**config.mk**
```make
export PLATFORM = sky130hd
export DESIGN_NAME = e2q_cordic_cell
export DESIGN_NICKNAME = d
export VERILOG_FILES = /design/src/sv/e2q_pkg.sv /design/src/sv/e2q_cordic_cell.sv
export SDC_FILE = /design/constraint.sdc
export NUM_CORES = 1
export LEC_CHECK = 0
export ABC_AREA = 1
export BUFFER_PORTS_ARGS = -buffer_cell sky130_fd_sc_hd__buf_2
export CORE_ASPECT_RATIO = 1.5
export CORE_UTILIZATION = 30
export CTS_CLUSTER_SIZE = 8
export DETAILED_ROUTE_END_ITERATION = 12
export HOLD_SLACK_MARGIN = 0.03
export PLACE_DENSITY = 0.47
export SLEW_MARGIN = 5
export SYNTH_ARGS = -nofsm -noshare
export SYNTH_HDL_FRONTEND = slang
export SYNTH_SLANG_ARGS = --single-unit
```
**constraint.sdc**
```tcl
create_clock -name clk -period 4.15 [get_ports clk]
set_clock_uncertainty 0.1 [all_clocks]
set_input_delay 1.245 -clock clk [delete_from_list [all_inputs] [get_ports clk]]
set_output_delay 1.245 -clock clk [all_outputs]
set_load 0.01 [all_outputs]
```
**src/sv/e2q_pkg.sv**
```systemverilog
// ----------------------------------------------------------------------------
// Euler to quaternion package
// Shared widths, turn constants, arctangent table and CORDIC lane type.
// ----------------------------------------------------------------------------
package e2q_pkg;

	localparam int CORDIC_STAGES_DEF = 16;
	localparam int MAX_STAGES = 32;
	localparam int ANGLE_W = 16;
	localparam int QUAT_W = 16;
	localparam int CW = 34;
	localparam int MAG_W = 14;
	localparam int AXES = 3;
	localparam int PREP_STAGES = 4;
	localparam int MUL_STAGES = 6;

	localparam longint unsigned HALF_TURN = 64'd23040;
	localparam int FULL_TURN = 46080;
	localparam int QUARTER_TURN = 11520;
	localparam longint unsigned PI_Q30 = 64'd3373259426;
	localparam longint GAIN_Q30 = 64'sd652032874;
	localparam int DIV45 = 45;
	localparam int RECIP45 = 23302;

	typedef struct packed {
		logic signed [CW-1:0] x;
		logic signed [CW-1:0] y;
		logic signed [CW-1:0] z;
		logic neg;
	} e2q_rot_t;

	function automatic logic [31:0] atan_q30(input int i);
		logic [31:0] v;
		case (i)
			0: v = 32'd843314856;
			1: v = 32'd497837829;
			2: v = 32'd263043836;
			3: v = 32'd133525158;
			4: v = 32'd67021686;
			5: v = 32'd33543515;
			6: v = 32'd16775850;
			7: v = 32'd8388437;
			8: v = 32'd4194282;
			9: v = 32'd2097149;
			10: v = 32'd1048575;
			11: v = 32'd524287;
			12: v = 32'd262143;
			13: v = 32'd131071;
			14: v = 32'd65535;
			15: v = 32'd32767;
			16: v = 32'd16383;
			17: v = 32'd8191;
			18: v = 32'd4095;
			19: v = 32'd2047;
			20: v = 32'd1023;
			21: v = 32'd511;
			22: v = 32'd255;
			23: v = 32'd127;
			24: v = 32'd63;
			25: v = 32'd31;
			26: v = 32'd15;
			27: v = 32'd7;
			28: v = 32'd3;
			29: v = 32'd1;
			default: v = 32'd0;
		endcase
		return v;
	endfunction

	// Whole half turns in r*pi*2^30, evaluated only for elaboration constants.
	function automatic logic [22:0] rad_quot(input int r);
		logic [63:0] p;
		p = 64'(r) * PI_Q30;
		return 23'(p / HALF_TURN);
	endfunction

	function automatic logic [14:0] rad_rem(input int r);
		logic [63:0] p;
		p = 64'(r) * PI_Q30;
		return 15'(p % HALF_TURN);
	endfunction

endpackage

```
**src/sv/e2q_cordic_cell.sv**
```systemverilog
// ----------------------------------------------------------------------------
// CORDIC cell
// One rotation-mode micro-rotation for all three axes, registered.
// ----------------------------------------------------------------------------
module e2q_cordic_cell import e2q_pkg::*; #(
	parameter int STAGE = 0
) (
	input  logic     clk,
	input  logic     en,
	input  e2q_rot_t cur [AXES],
	output e2q_rot_t nxt [AXES]
);

	localparam logic signed [CW-1:0] ANGLE = CW'(atan_q30(STAGE));

	for (genvar a = 0; a < AXES; a++) begin : g_axis
		logic signed [CW-1:0] dx, dy;
		e2q_rot_t rot_q;

		assign dx = cur[a].y >>> STAGE;
		assign dy = cur[a].x >>> STAGE;

		always_ff @(posedge clk) begin
			if (en) begin
				rot_q.neg <= cur[a].neg;
				if (!cur[a].z[CW-1]) begin
					rot_q.x <= cur[a].x - dx;
					rot_q.y <= cur[a].y + dy;
					rot_q.z <= cur[a].z - ANGLE;
				end else begin
					rot_q.x <= cur[a].x + dx;
					rot_q.y <= cur[a].y - dy;
					rot_q.z <= cur[a].z + ANGLE;
				end
			end
		end

		assign nxt[a] = rot_q;
	end

endmodule

```
; ---- Word-level counts from Yosys, hierarchy flattened
; Cells that the tools add are included.
[totals]
input_bits = 311
regBits = 309
wordCells = 30
[op_classes]
add_sub_neg = 15
muxes = 3
[ops]
columns = cell, count
row1 = $mux 102, 3
row2 = $sub 34x34->34, 6
row3 = $add 34x31->34 const B, 3
row4 = $add 34x34->34, 3
row5 = $sub 34x31->34 const B, 3

; ---- Depth between registers and ports, before layout
[depth]
ltp_word = 2
ltp_mapped = 17
ltp_nobuf = 16

; ---- Worst setup path after synthesis
; OpenSTA, ideal clock, no wires.
[synth_timing]
kind = input -> register
startpoint = in cur[34] (netlist bit)
endpoint = reg g_axis[2].rot_q (netlist bit nxt[20]), data pin
path_stages = 12
n_path_buf = 2
t_arrival_ns = 3.368
path_slack_ns = 0.423
cell_sequence = clkbuf_1 inv_2 clkbuf_1 ha_1 a21oi_1 o21bai_1 a21o_1 nand2_1 nand2_1 nand2_1 nand2_1 xor2_1
[synth_between]
elab_chain_cells = 1
[synth_rtl]
columns = element, line
row1 = from (decl), e2q_cordic_cell.sv:10  ; input e2q_rot_t cur [AXES],
row2 = $mux 102, e2q_cordic_cell.sv:26  ; if (!cur[a].z[CW-1]) begin
row3 = to (decl), e2q_cordic_cell.sv:18  ; e2q_rot_t rot_q;
; Every way passes these cells.
; A chain may end at the register's enable or synchronous reset.

; ---- Worst setup path in the final report
[layout_timing]
startpoint = in cur[42] (netlist bit)
endpoint = reg g_axis[2].rot_q (netlist bit nxt[56]), data pin
[layout_between]
elab_chain_cells = 2
elab_cells_between_ends = 3
classes_between = 2 x add/sub / 1 x mux
[layout_rtl]
columns = element, line
row1 = $add 34x34->34 / $sub 34x34->34 (equally long branches), "e2q_cordic_cell.sv:28, e2q_cordic_cell.sv:32"
row2 = $mux 102 (*), e2q_cordic_cell.sv:26
; Every way passes the cells marked *; elsewhere a longest branch is shown, timed or not.

==> metrics.yaml <==
post-route-util: 0.354
run_status: "complete, no violations"
dpl.hpwl_um: 139000
layout.nets: 6797
grt_first_pass_wirelength_um: 234000
drtIter0Drc: 2526
yosysSeqAreaShare: 0.255
powerDensity_nw_per_um2: 316
synth.distinct_cells: 47
ir_drop_mv: 0.325
post_cts.repair.setup_buffers: 0
drc_errors: 0
drt.antenna.violating_nets: 0
area_delta_synth_final_pct: 17.1
cp.arrival_ns: 3.52
grt_setup_unrepaired: "no"
critical_path.max_stage_delay_ns: 0.67
wire_per_inst_um: 21.1
fin_crit_ns: 3.26
fp.dieW_um: 285
hold_buffers: 0
clock_sinks: 306
p_leak_uw: 0.0211
rows: 155
die_y_um: 426
setup_viol: 0
cp-endpoint: "nxt[56]$_DFFE_PP_"
port_buffers: 619
hold_violations: 0
clockBufferDepth: 3
cts_tree: "built"
synth.yosys.warnings: 0
critPathKind: "primary input to flip-flop"
fillers: 13200
synth-edff-count: 306
drt_first_pass_iters: 9
synthesis.nets: 6207
grt_overflow: 0
io_pins: 620
endpoint_kind: "flip-flop"
worst_hold_slack_ns: 0.685
async_reset_ff_frac: 0
critPathLaunchType: "primary input"
syn-cell-area_sq_um: 36000
core_area_sq_um: 119000
cap_violations: 0
ys_ff_latch: 306
grt_pass1_vias: 38000
finalMaxSlewViolations: 0
grt_max_degree: 73
cts.clk_slew.worst_paths_ns: 0.05
antenna_found_initial: 34
fin_tns_setup_ns: 0
num_vias: 38400
drt-total-wl_um: 162000
drive_above_1_share: 0.136
critPathMaxFanout: 12
syn_inst: 5500
post_cts_resized: 0
die-area_sq_um: 121000
crit_path_frequent_cell: "nand2_1"
ctsHtreeMaxLevel: 2
seqCellArea_sq_um: 9190
crit_slowest_cell: "ha_1"
crit_start: "cur[42]"
required_ns: 4.41
multi_input_area_sq_um: 23200
path_cells: "buf_2 > inv_1 > ha_1 > nand2_2 > nor2_2 > nand2_1 > o21ai_1 > nand2_1 > nand2_1 > nand2_1 > nand3_1 > nand2_1"
clock.fmax_ghz: 0.307
avgViaCountPerCell: 4.99
track_usage: 0.258
synth_flop_cell: "edfxtp_1"
slew_headroom: 0.395
initial_core_util: 0.303
clockRootBuffer: "clkbuf_16"
cts_buffers: 46
largest_register_ffs: 306
tightest_slew_ns: 0.908
syn_area_per_cell_sq_um: 6.54
fin_crit_sh: 0.786
routabilityCongestion: 0.980
hold_path.class: "primary input to flip-flop"
[cells in the final DEF, fill, tap and decap left out, drive strengths merged]
master and instances:
nor3 64, o22ai 15, ha 384, fa 12, a31oi 10, o21a 20
buf 677, nor3b 1, a21boi 7, o21bai 46, or2 14, nor2 504
a21oi 460, nand2b 2, xnor2 5, clkbuf 48, edfxtp 306, and2 5
o21ai 341, nand3b 18, nand3 548, a21o 20, nor4 16, xor2 140
inv 763, nand2 1602, nand4 51, o31ai 4, diode 29, bufinv 1
o211ai 7, clkinv 10
[worst max-delay path, delay by kind of cell]
family / cells / cell delay [ns]
and+or+nand+nor: 8 / 1.04
adders and majority gates: 1 / 0.67
buffers and inverters: 2 / 0.16
AOI/OAI and AO/OA: 1 / 0.41
[kinds of logic after synthesis]
logic type / share of synthesized area
buf+inv: 0.101
xor+xnor: 0.0353
compound gates: 0.138
simple gates: 0.330
fa+ha+maj: 0.140
flops: 0.255
[per-layer routing]
layer	track usage	wire length [um]	vias up
met5	0	101	-
met4	0.117	7610	16
met3	0.0406	10100	300
met2	0.470	80600	1230
met1	0.293	63800	17700
li1	-	-	19200
[area by class of cell]
cell class                 instances  share of cell area
timing repair buffer             677              0.0854
clock buffer                      48              0.0275
clock inverter                    11             0.00279
tap                             1570              0.0466
multi-input combinational       4296               0.550
sequential                       306               0.218
antenna                           29             0.00172
inverter                         763              0.0680
[synthesized netlist by cell type, types with 4 or more instances]
master | number | area [sq um]
nand2_2 | 15 | 93.8
nor4_2 | 4 | 50.1
clkbuf_1 | 28 | 105
fa_1 | 12 | 240
o21ai_1 | 53 | 265
inv_1 | 733 | 2750
edfxtp_1 | 306 | 9190
ha_1 | 384 | 4800
nor3_2 | 6 | 60.1
xnor2_1 | 5 | 43.8
o21ai_0 | 286 | 1430
a21o_1 | 20 | 150
buf_1 | 6 | 22.5
nand3_1 | 548 | 2740
nor2_1 | 478 | 1790
buf_4 | 45 | 338
a21boi_1 | 7 | 52.6
o21a_1 | 20 | 150
o31ai_1 | 4 | 30.0
a21oi_1 | 453 | 2270
nand2_1 | 1584 | 5950
and2_1 | 4 | 25.0
o22ai_1 | 15 | 93.8
or2_1 | 5 | 31.3
nor2_2 | 23 | 144
o21bai_1 | 46 | 345
nor3_1 | 58 | 290
inv_2 | 29 | 109
nand4_1 | 51 | 319
buf_2 | 51 | 255
o211ai_1 | 7 | 52.6
or2_2 | 8 | 50.1
nand3b_1 | 18 | 135
nor4_1 | 12 | 75.1
a21oi_2 | 7 | 61.3
a31oi_1 | 10 | 62.6
xor2_1 | 140 | 1230
[per-stage QoR]
| stage | setup slack (ns) | cell area, sq um | instances | total power (uW) |
|---|---|---|---|---|
| 5_1_grt | 0.716 | 42100 | 7674 | 14100 |
| 3_3_place_gp | 0.244 | 40800 | 7612 | 9780 |
| 4_1_cts | 0.943 | 42000 | 7671 | 13500 |
| 2_1_floorplan | 0.423 | 36000 | 5500 | 7460 |
| 6_report | 0.890 | 42100 | 7700 | 13300 |
| 3_5_place_dp | 0.287 | 40800 | 7612 | 9760 |
[power by group]
part	internal [uW]	switching, uW
Clock	2040	1550
Combinational	1730	3760
Sequential	4020	214
[worst min-delay path by stage]
stage	startpoint	end	cells past startpoint
after floorplan	cur[0]	nxt[0]$_DFFE_PP_	0
after global placement	cur[208]	nxt[208]$_DFFE_PP_	1
after detailed placement	cur[206]	nxt[206]$_DFFE_PP_	1
after CTS	cur[105]	nxt[105]$_DFFE_PP_	1
after global routing	cur[105]	nxt[105]$_DFFE_PP_	1
final	cur[105]	nxt[105]$_DFFE_PP_	1
(Power assumes the default switching activity.)
