$ cat src/sv/e2q_pkg.sv
// ----------------------------------------------------------------------------
// Euler to quaternion package
// Shared widths, turn constants, arctangent table and CORDIC lane type.
// ----------------------------------------------------------------------------
package e2q_pkg;

	localparam int CORDIC_STAGES_DEF = 16;
	localparam int MAX_STAGES = 32;
	localparam int ANGLE_W = 16;
	localparam int QUAT_W = 16;
	localparam int CW = 34;
	localparam int MAG_W = 14;
	localparam int AXES = 3;
	localparam int PREP_STAGES = 4;
	localparam int MUL_STAGES = 6;

	localparam longint unsigned HALF_TURN = 64'd23040;
	localparam int FULL_TURN = 46080;
	localparam int QUARTER_TURN = 11520;
	localparam longint unsigned PI_Q30 = 64'd3373259426;
	localparam longint GAIN_Q30 = 64'sd652032874;
	localparam int DIV45 = 45;
	localparam int RECIP45 = 23302;

	typedef struct packed {
		logic signed [CW-1:0] x;
		logic signed [CW-1:0] y;
		logic signed [CW-1:0] z;
		logic neg;
	} e2q_rot_t;

	function automatic logic [31:0] atan_q30(input int i);
		logic [31:0] v;
		case (i)
			0: v = 32'd843314856;
			1: v = 32'd497837829;
			2: v = 32'd263043836;
			3: v = 32'd133525158;
			4: v = 32'd67021686;
			5: v = 32'd33543515;
			6: v = 32'd16775850;
			7: v = 32'd8388437;
			8: v = 32'd4194282;
			9: v = 32'd2097149;
			10: v = 32'd1048575;
			11: v = 32'd524287;
			12: v = 32'd262143;
			13: v = 32'd131071;
			14: v = 32'd65535;
			15: v = 32'd32767;
			16: v = 32'd16383;
			17: v = 32'd8191;
			18: v = 32'd4095;
			19: v = 32'd2047;
			20: v = 32'd1023;
			21: v = 32'd511;
			22: v = 32'd255;
			23: v = 32'd127;
			24: v = 32'd63;
			25: v = 32'd31;
			26: v = 32'd15;
			27: v = 32'd7;
			28: v = 32'd3;
			29: v = 32'd1;
			default: v = 32'd0;
		endcase
		return v;
	endfunction

	// Whole half turns in r*pi*2^30, evaluated only for elaboration constants.
	function automatic logic [22:0] rad_quot(input int r);
		logic [63:0] p;
		p = 64'(r) * PI_Q30;
		return 23'(p / HALF_TURN);
	endfunction

	function automatic logic [14:0] rad_rem(input int r);
		logic [63:0] p;
		p = 64'(r) * PI_Q30;
		return 15'(p % HALF_TURN);
	endfunction

endpackage

$ cat src/sv/e2q_angle_prep.sv
// ----------------------------------------------------------------------------
// Angle preparation
// Folds each half angle into a quarter turn and converts it to Q.30 radians.
// ----------------------------------------------------------------------------
module e2q_angle_prep import e2q_pkg::*; (
	input  logic                      clk,
	input  logic                      en,
	input  logic signed [ANGLE_W-1:0] ang [AXES],
	output e2q_rot_t                  rot [AXES]
);

	logic [22:0] quot_tab [0:DIV45-1];
	logic [14:0] rem_tab [0:DIV45-1];

	for (genvar g = 0; g < DIV45; g++) begin : g_tab
		localparam logic [22:0] QV = rad_quot(g);
		localparam logic [14:0] RV = rad_rem(g);
		assign quot_tab[g] = QV;
		assign rem_tab[g] = RV;
	end

	for (genvar a = 0; a < AXES; a++) begin : g_axis
		logic signed [16:0] u;
		logic fold;
		logic [MAG_W-1:0] mag_s1, mag_s2;
		logic sgn_s1, sgn_s2, sgn_s3, neg_s1, neg_s2, neg_s3;
		logic [28:0] recip_prod;
		logic [8:0] h_s2;
		logic [40:0] t_s3;
		logic [5:0] r_s3;
		logic [16:0] rest;
		logic [31:0] q;
		e2q_rot_t rot_s4;

		// Wrap into a half turn either way, then fold into a quarter turn.
		always_comb begin
			u = 17'(ang[a]);
			fold = 1'b0;
			if (u >= 17'sd23040) begin
				u = u - 17'sd46080;
			end
			if (u < -17'sd23040) begin
				u = u + 17'sd46080;
			end
			if (u > 17'sd11520) begin
				u = u - 17'sd23040;
				fold = 1'b1;
			end
			if (u < -17'sd11520) begin
				u = u + 17'sd23040;
				fold = 1'b1;
			end
		end

		assign recip_prod = 29'(mag_s1) * 29'(RECIP45);

		// Magnitude split as 45*h + r; h*pi is exact and r*pi comes from the table.
		assign rest = 17'(9'(t_s3[8:0]) * 17'(DIV45)) + 17'(rem_tab[r_s3])
			+ 17'(QUARTER_TURN);

		always_comb begin
			q = 32'(t_s3[40:9]) + 32'(quot_tab[r_s3]);
			if (rest >= 17'(FULL_TURN)) begin
				q = q + 32'd2;
			end else if (rest >= 17'(HALF_TURN)) begin
				q = q + 32'd1;
			end
		end

		always_ff @(posedge clk) begin
			if (en) begin
				mag_s1 <= MAG_W'(u < 0 ? -u : u);
				sgn_s1 <= u[16];
				neg_s1 <= fold;
				h_s2 <= recip_prod[28:20];
				mag_s2 <= mag_s1;
				sgn_s2 <= sgn_s1;
				neg_s2 <= neg_s1;
				r_s3 <= 6'(mag_s2 - MAG_W'(h_s2 * 14'(DIV45)));
				t_s3 <= 41'(h_s2) * 41'(PI_Q30);
				sgn_s3 <= sgn_s2;
				neg_s3 <= neg_s2;
				rot_s4.x <= CW'(GAIN_Q30);
				rot_s4.y <= '0;
				rot_s4.z <= sgn_s3 ? -CW'(q) : CW'(q);
				rot_s4.neg <= neg_s3;
			end
		end

		assign rot[a] = rot_s4;
	end

endmodule

$ cat config.mk
export PLATFORM = sky130hd
export DESIGN_NAME = e2q_angle_prep
export DESIGN_NICKNAME = d
export VERILOG_FILES = /design/src/sv/e2q_pkg.sv /design/src/sv/e2q_angle_prep.sv
export SDC_FILE = /design/constraint.sdc
export NUM_CORES = 2
export LEC_CHECK = 0
export BUFFER_PORTS_ARGS = -buffer_cell sky130_fd_sc_hd__buf_2
export CAP_MARGIN = 20
export CORE_UTILIZATION = 34
export CTS_CLUSTER_SIZE = 14
export DETAILED_ROUTE_END_ITERATION = 16
export PLACE_DENSITY = 0.6
export SETUP_SLACK_MARGIN = 0.1
export SLEW_MARGIN = 20
export SYNTH_ARGS = -nofsm -noshare
export SYNTH_HDL_FRONTEND = slang
export SYNTH_SLANG_ARGS = --single-unit
$ cat constraint.sdc
create_clock -name clk -period 9.8 [get_ports clk]
set_input_delay 0.98 -clock clk [delete_from_list [all_inputs] [get_ports clk]]
set_output_delay 0.98 -clock clk [all_outputs]
set_load 0.01 [all_outputs]
After elaboration in Yosys (flattened, before gate mapping)
Memory sizes are Yosys's and may differ from the RTL's. Index checks and enable logic that the tools add are counted.

Bits in registers: 348. Bits in latches: 0. Bits in writable memories: 0. Bits in read-only memories: 7296. Bits of input ports: 50. Output and inout bits: 309. Word-level logic and storage cells: 162. Memories kept: 6.

Memories: (name not given) (words 64, bits a word 23, read ports 1, clocked after memory_dff 0, wr ports 0, line e2q_angle_prep.sv:62) `q = 32'(t_s3[40:9]) + 32'(quot_tab[r_s3]);`; (name not given) (words 64, bits a word 23, read ports 1, clocked after memory_dff 0, wr ports 0, line e2q_angle_prep.sv:62); (name not given) (words 64, bits a word 23, read ports 1, clocked after memory_dff 0, wr ports 0, line e2q_angle_prep.sv:62); (name not given) (words 64, bits a word 15, read ports 1, clocked after memory_dff 0, wr ports 0, line e2q_angle_prep.sv:58) `assign rest = 17'(9'(t_s3[8:0]) * 17'(DIV45)) + 17'(rem_tab[r_s3])`; (name not given) (words 64, bits a word 15, read ports 1, clocked after memory_dff 0, wr ports 0, line e2q_angle_prep.sv:58); (name not given) (words 64, bits a word 15, read ports 1, clocked after memory_dff 0, wr ports 0, line e2q_angle_prep.sv:58).

Add/subtract/negate cells: 36. Multiply operators: 12. Div/mod/pow operators: 0. Magnitude comparators: 24. Equality and inequality tests: 0. Shift-type cells: 0. Muxes and demuxes: 39. Bitwise operators: 3. Reduce and logical (&&, ||, !) cells: 0.

Operators by type and width (count): 32-bit 2-to-1 mux (9); 17-bit 2-to-1 mux (12); 23-bit 2-to-1 mux (6); 9-bit by 31-bit multiplier with 40-bit output (second input constant) (3); 32-bit negation with 34-bit output (3); 32-bit by 1-bit adder with 32-bit output (second input constant) (3); 32-bit by 2-bit adder with 32-bit output (second input constant) (3); 32-bit by 23-bit adder with 32-bit output (3); 15-bit 2-to-1 mux (6); 14-bit by 14-bit multiplier with 28-bit output (second input constant) (3); 16-bit by 14-bit adder with 17-bit output (second input constant) (3); 17-bit by 16-bit adder with 17-bit output (second input constant) (3); 17-bit adder (second input constant) (3); 17-bit by 15-bit greater-or-equal comparator with 1-bit output (second input constant) (3); 17-bit by 16-bit greater-or-equal comparator with 1-bit output (second input constant) (3); 17-bit by 15-bit > comparator with 1-bit output (second input constant) (3); 17-bit by 1-bit < comparator with 1-bit output (second input constant) (3); 17-bit by 15-bit < comparator with 1-bit output (second input constant) (3); 17-bit by 16-bit < comparator with 1-bit output (second input constant) (3); 16-bit by 17-bit subtractor with 17-bit output (second input constant) (3); 17-bit by 16-bit subtractor with 17-bit output (second input constant) (3); 15-bit by 15-bit adder with 16-bit output (3); 16-bit greater-or-equal comparator (second input constant) (3); 8-bit by 6-bit multiplier with 14-bit output (second input constant) (3); other kinds (7) (21).

Logic depth before layout (Yosys ltp)
Depth after elaboration: 11. Mapped depth: 35. Mapped depth without buffers: 35.

Least setup slack after synthesis
Ideal clock, no wire load.

Path kind: register to register. Start: register g_axis[2].t_s3[3]. End: register g_axis[2].rot_s4, in the netlist rot[25], data pin. Setup time: 0.268 ns. Arrival: 7.181 ns. Required time: 9.532 ns. Path slack: 2.351 ns. Stages on the path, launching flop included: 34. Path buffers: 0. Period minus slack after synthesis: 7.449 ns. Path through: edfxtp_1 ha_1 ha_1 inv_1 fa_1 inv_1 ha_1 inv_1 fa_1 inv_1 a21oi_1 o21ai_0 a21oi_1 o21bai_1 xnor2_1 ha_1 inv_1 ha_1 inv_1 nor2_1 a311oi_2 a21oi_1 mux2i_1 a31oi_2 nor2_1 nor2b_1 or3_1 o31ai_1 ha_1 or3b_2 a211oi_1 nand2_1 o41ai_1 xnor2_1.

Longest elaborated chain between the ends: 8. Elaborated cells between the ends (all ways): 9. Those cells by class: 3 x add/sub; 1 x mul; 2 x order compare; 3 x mux.

RTL lines: from (decl) (line e2q_angle_prep.sv:29) `logic [40:0] t_s3;`; from (signal assigned) (line e2q_angle_prep.sv:80) `t_s3 <= 41'(h_s2) * 41'(PI_Q30);`; 8-bit by 6-bit multiplier with 14-bit output (*) (line e2q_angle_prep.sv:58); 15-bit by 15-bit adder with 16-bit output (*) (line e2q_angle_prep.sv:58); 16-bit by 14-bit adder with 17-bit output (*) (line e2q_angle_prep.sv:59) `+ 17'(QUARTER_TURN);`; 17-bit by 15-bit greater-or-equal comparator with 1-bit output (line e2q_angle_prep.sv:65) `end else if (rest >= 17'(HALF_TURN)) begin`; 32-bit 2-to-1 mux (line e2q_angle_prep.sv:65); 32-bit 2-to-1 mux (*) (line e2q_angle_prep.sv:63) `if (rest >= 17'(FULL_TURN)) begin`; 32-bit negation with 34-bit output (line e2q_angle_prep.sv:85) `rot_s4.z <= sgn_s3 ? -CW'(q) : CW'(q);`; 32-bit 2-to-1 mux (*) (line e2q_angle_prep.sv:85); to (decl) (line e2q_angle_prep.sv:33) `e2q_rot_t rot_s4;`.

Mark *: on every way between the ends. The rest lies on a longest branch, timed or not. A chain may end at the register's enable or synchronous reset.

Worst setup path in the final report
Start: register g_axis[2].t_s3[3]. End: register g_axis[2].rot_s4, in the netlist rot[32], data pin.

Same word-level chain as after synthesis.

==> impl_metrics.py <==
metrics = {
    "status": {
        "run_status": "finished, final reports clean",
    },
    "timing": {
        "timing.final.hold_violations": 0,
        "fin_setup_tns_ns": 0,
        "max_clock_freq_ghz": 0.122,
        "layout_worst_path_cycle_share_pct": 83.7,
        "worst_pin_slew_ns": 1.10,
        "relSlewSlack_pct": 26.3,
        "clock-skew-final_ns": 0.0261,
        "min_period_ns": 8.20,
        "report.final.setup_viol": 0,
        "report.final.slew_viol_count": 0,
        "rsz0062_at_grt": "false",
    },
    "clock_network": {
        "cts_post_setup_buffers_inserted": 0,
        "tritoncts_clock_tree": "built",
        "clk_transition_reported_paths_ns": 0.06,
        "cts-buffers-inserted": 49,
        "cts_hold_buf": 0,
        "cts_resized": 0,
        "ctsRootBufferMaster": "sky130_fd_sc_hd__clkbuf_16",
        "max-clock-path-buffers": 3,
        "clk_latency_ns": 0.64,
        "clkSinkCount": 348,
        "cts-htree-levels": 2,
    },
    "logic_synthesis": {
        "yosys_register_bits": 348,
        "synth-async-reset-ratio_pct": 0,
        "post_synth.cell_area_avg_um2": 8.93,
        "synth_top_cell_by_area": "sky130_fd_sc_hd__ha_1",
        "synth_top_area_share_pct": 21.1,
        "synth-edff-count": 348,
        "synth_cell_types": 120,
        "ys_seq_area_share_pct": 18.2,
        "yosysWarnings": 0,
        "yosys-top-cells-count": "sky130_fd_sc_hd__ha_1, sky130_fd_sc_hd__inv_1, sky130_fd_sc_hd__a21oi_1",
        "mappedNetlistArea_um2": 57300,
        "synthesis.instances": 6416,
        "synth_flop_cell": "sky130_fd_sc_hd__edfxtp_1",
        "ys_top_cells_by_area": "sky130_fd_sc_hd__ha_1, sky130_fd_sc_hd__edfxtp_1, sky130_fd_sc_hd__fa_1, sky130_fd_sc_hd__inv_1, sky130_fd_sc_hd__xnor2_1",
        "post-synth-top-count-cell": "sky130_fd_sc_hd__ha_1",
    },
    "setup_path": {
        "worstPathRequired_ns": 10.18,
        "critical_path.slowest_cell": "sky130_fd_sc_hd__a211oi_1",
        "path_max_fanout": 7,
        "cp_common_cell": "sky130_fd_sc_hd__inv_1",
        "max_stage_delay_ns": 0.81,
        "worst-setup-path-type": "flip-flop to flip-flop",
        "cp-end-kind": "flip-flop",
        "regToRegStartpoint": "g_axis[2].t_s3[3]$_DFFE_PP_",
        "critical_path.startpoint": "g_axis[2].t_s3[3]$_DFFE_PP_",
        "worstPathArrival_ns": 8.58,
        "cp-start-kind": "flip-flop",
    },
    "floorplanning": {
        "placeable_core_region_um2": 167000,
        "io_pins": 359,
        "std_cell_rows": 150,
        "floorplan.die_area_um2": 170000,
        "chipHeight_um": 412,
        "starting_density_of_the_core_pct": 34.2,
        "die-width_um": 412,
    },
    "global_route": {
        "antenna_found_initial": 20,
        "pin_count_of_the_biggest_net_entering_global_routing": 118,
        "globalRouteOverflowTotal": 0,
        "number_of_global_route_vias_before_repair": 43000,
        "gr-usage-all-layers_pct": 16.0,
        "global_route_wire_length_before_repair_um": 224000,
    },
    "place": {
        "place.port_buffers": 154,
        "post-dp-hpwl_um": 112000,
        "gp_routability_congestion": 0.909,
    },
    "finish": {
        "design.final.nets": 7851,
        "fraction_of_final_layout_cells_sized_beyond_drive_strength_1_pct": 5.75,
        "n_fill_cell": 16900,
        "multi_input_comb_area_um2": 42100,
        "syn2layout_area_growth_pct": 6.97,
        "seqCellArea_um2": 10500,
    },
    "drt": {
        "wl_met1_um": 65400,
        "drt_iter0_drc": 2813,
        "detail_route.drc_violations": 0,
        "met2_wirelength_um": 63300,
        "remaining_antenna_violation_count": 0,
        "wl_per_cell_um": 15.9,
        "routed-wl-met3_um": 6710,
        "dr.pass1.iters": 7,
        "vias": 44800,
        "drt_wl_total_um": 138000,
        "dr.max_layer_used": "met5",
        "route.detailed.vias_per_inst": 5.12,
    },
    "flow_run": {
        "cap_viol_max_count": 0,
    },
    "hold_path": {
        "hold_path.class": "flip-flop to flip-flop",
        "worst_hold_startpoint": "g_axis[2].neg_s3$_DFFE_PP_",
    },
}
layout make-up:
| class | count | area share, % |
|---|---|---|
| multi-input cells | 5019 | 68.7 |
| flip-flops and latches | 348 | 17.1 |
| inverters | 887 | 5.44 |
| well taps | 2204 | 4.50 |
| clock buffers | 54 | 2.03 |
| repair buffers | 181 | 1.63 |
| clock inverters | 38 | 0.607 |
| diodes | 3 | 0.0123 |
through the flow:
step / setup slack, ns / instance area [um2] / hold slack, ns / util, % / cells
finish: 1.60 / 61300 / 0.417 / 36.6 / 8734
global route: 0.904 / 61300 / 0.425 / 36.6 / 8732
CTS: 1.56 / 61200 / 0.421 / 36.6 / 8731
detailed placement: 1.66 / 59600 / 0.407 / 35.7 / 8639
global placement: 1.70 / 59600 / 0.401 / 35.7 / 8639
floorplan: 2.35 / 58000 / 0.400 / - / 6618
cells by family (layout without fill, tap and decap cells):
family / after synthesis / in the layout / share of synthesized area [%]
AND/OR/NAND/NOR: 1423 / 1423 / 12.3
XOR/XNOR: 510 / 510 / 7.84
flip-flops: 348 / 348 / 18.2
other: 2 / 207 / 0.0131
adder cells (fa/ha/maj): 1315 / 1315 / 33.3
multiplexers: 57 / 57 / 1.08
buffers and inverters: 1251 / 1160 / 9.56
AO/OA/AOI/OAI: 1510 / 1510 / 17.6
worst paths after layout:
kind	slack, ns	to	cells after the start
max	1.60	rot[32]$_DFFE_PP_	31
min	0.42	rot[0]$_DFFE_PP_	0
max reg2reg	1.60	rot[32]$_DFFE_PP_	31
min reg2reg	0.42	rot[0]$_DFFE_PP_	0
registers in the layout, summed over array words and instances, names as in the netlist:
| name | count |
|---|---|
| g_axis.neg_s2 | 3 |
| g_axis.r_s3 | 18 |
| g_axis.neg_s3 | 3 |
| g_axis.h_s2 | 27 |
| g_axis.mag_s2 | 18 |
| g_axis.mag_s1 | 42 |
| g_axis.t_s3 | 120 |
| g_axis.sgn_s2 | 3 |
| g_axis.neg_s1 | 3 |
| g_axis.sgn_s3 | 3 |
| g_axis.sgn_s1 | 3 |
| rot | 105 |
placed cells by master, fill, tap and decap left out, types with 20 or more instances in the layout:
master / Yosys / final
sky130_fd_sc_hd__mux2i_1: 39 / 39
sky130_fd_sc_hd__o21ai_0: 295 / 295
sky130_fd_sc_hd__buf_4: 204 / 26
sky130_fd_sc_hd__buf_2: 6 / 153
sky130_fd_sc_hd__o22ai_1: 22 / 22
sky130_fd_sc_hd__inv_1: 884 / 884
sky130_fd_sc_hd__nor3b_1: 21 / 21
sky130_fd_sc_hd__o31ai_1: 61 / 61
sky130_fd_sc_hd__ha_1: 964 / 964
sky130_fd_sc_hd__nor2_1: 367 / 367
sky130_fd_sc_hd__and3_1: 51 / 51
sky130_fd_sc_hd__and2_1: 49 / 49
sky130_fd_sc_hd__a21oi_1: 390 / 389
sky130_fd_sc_hd__fa_1: 351 / 351
sky130_fd_sc_hd__nand2b_1: 41 / 41
sky130_fd_sc_hd__o21a_1: 72 / 72
sky130_fd_sc_hd__conb_1: 2 / 204
sky130_fd_sc_hd__xor2_1: 141 / 141
sky130_fd_sc_hd__nand3_1: 120 / 120
sky130_fd_sc_hd__xnor2_1: 367 / 367
sky130_fd_sc_hd__clkbuf_16: 0 / 49
sky130_fd_sc_hd__a21o_1: 121 / 121
sky130_fd_sc_hd__nor2b_1: 56 / 56
sky130_fd_sc_hd__or2_2: 28 / 28
sky130_fd_sc_hd__o211ai_1: 59 / 59
sky130_fd_sc_hd__nor4_1: 24 / 24
sky130_fd_sc_hd__a31oi_1: 57 / 57
sky130_fd_sc_hd__or3_1: 37 / 37
sky130_fd_sc_hd__nand4_1: 43 / 43
sky130_fd_sc_hd__o221ai_1: 20 / 20
sky130_fd_sc_hd__nor3_1: 126 / 126
sky130_fd_sc_hd__a211oi_1: 82 / 82
sky130_fd_sc_hd__o21bai_1: 42 / 42
sky130_fd_sc_hd__edfxtp_1: 348 / 348
sky130_fd_sc_hd__nand2_1: 362 / 362
critical path, delay by kind of cell, from the launching register on:
kind | cells | cell delay, ns
multiplexers | 1 | 0.40
flip-flops | 1 | 0.41
buffers and inverters | 6 | 0.45
XOR/XNOR | 3 | 0.43
AO/OA/AOI/OAI | 9 | 2.99
adder cells (fa/ha/maj) | 7 | 2.27
AND/OR/NAND/NOR | 5 | 0.97
metal layers:
layer / global-route usage [%] / vias to the layer above
met2: 26.3 / 993
met5: 0 / -
met1: 21.9 / 21200
li1: - / 22400
met3: 2.31 / 189
met4: 3.73 / 28
Power is not shown: default switching activity piles up to over one toggle a cycle in this logic, so the estimate is an artifact.
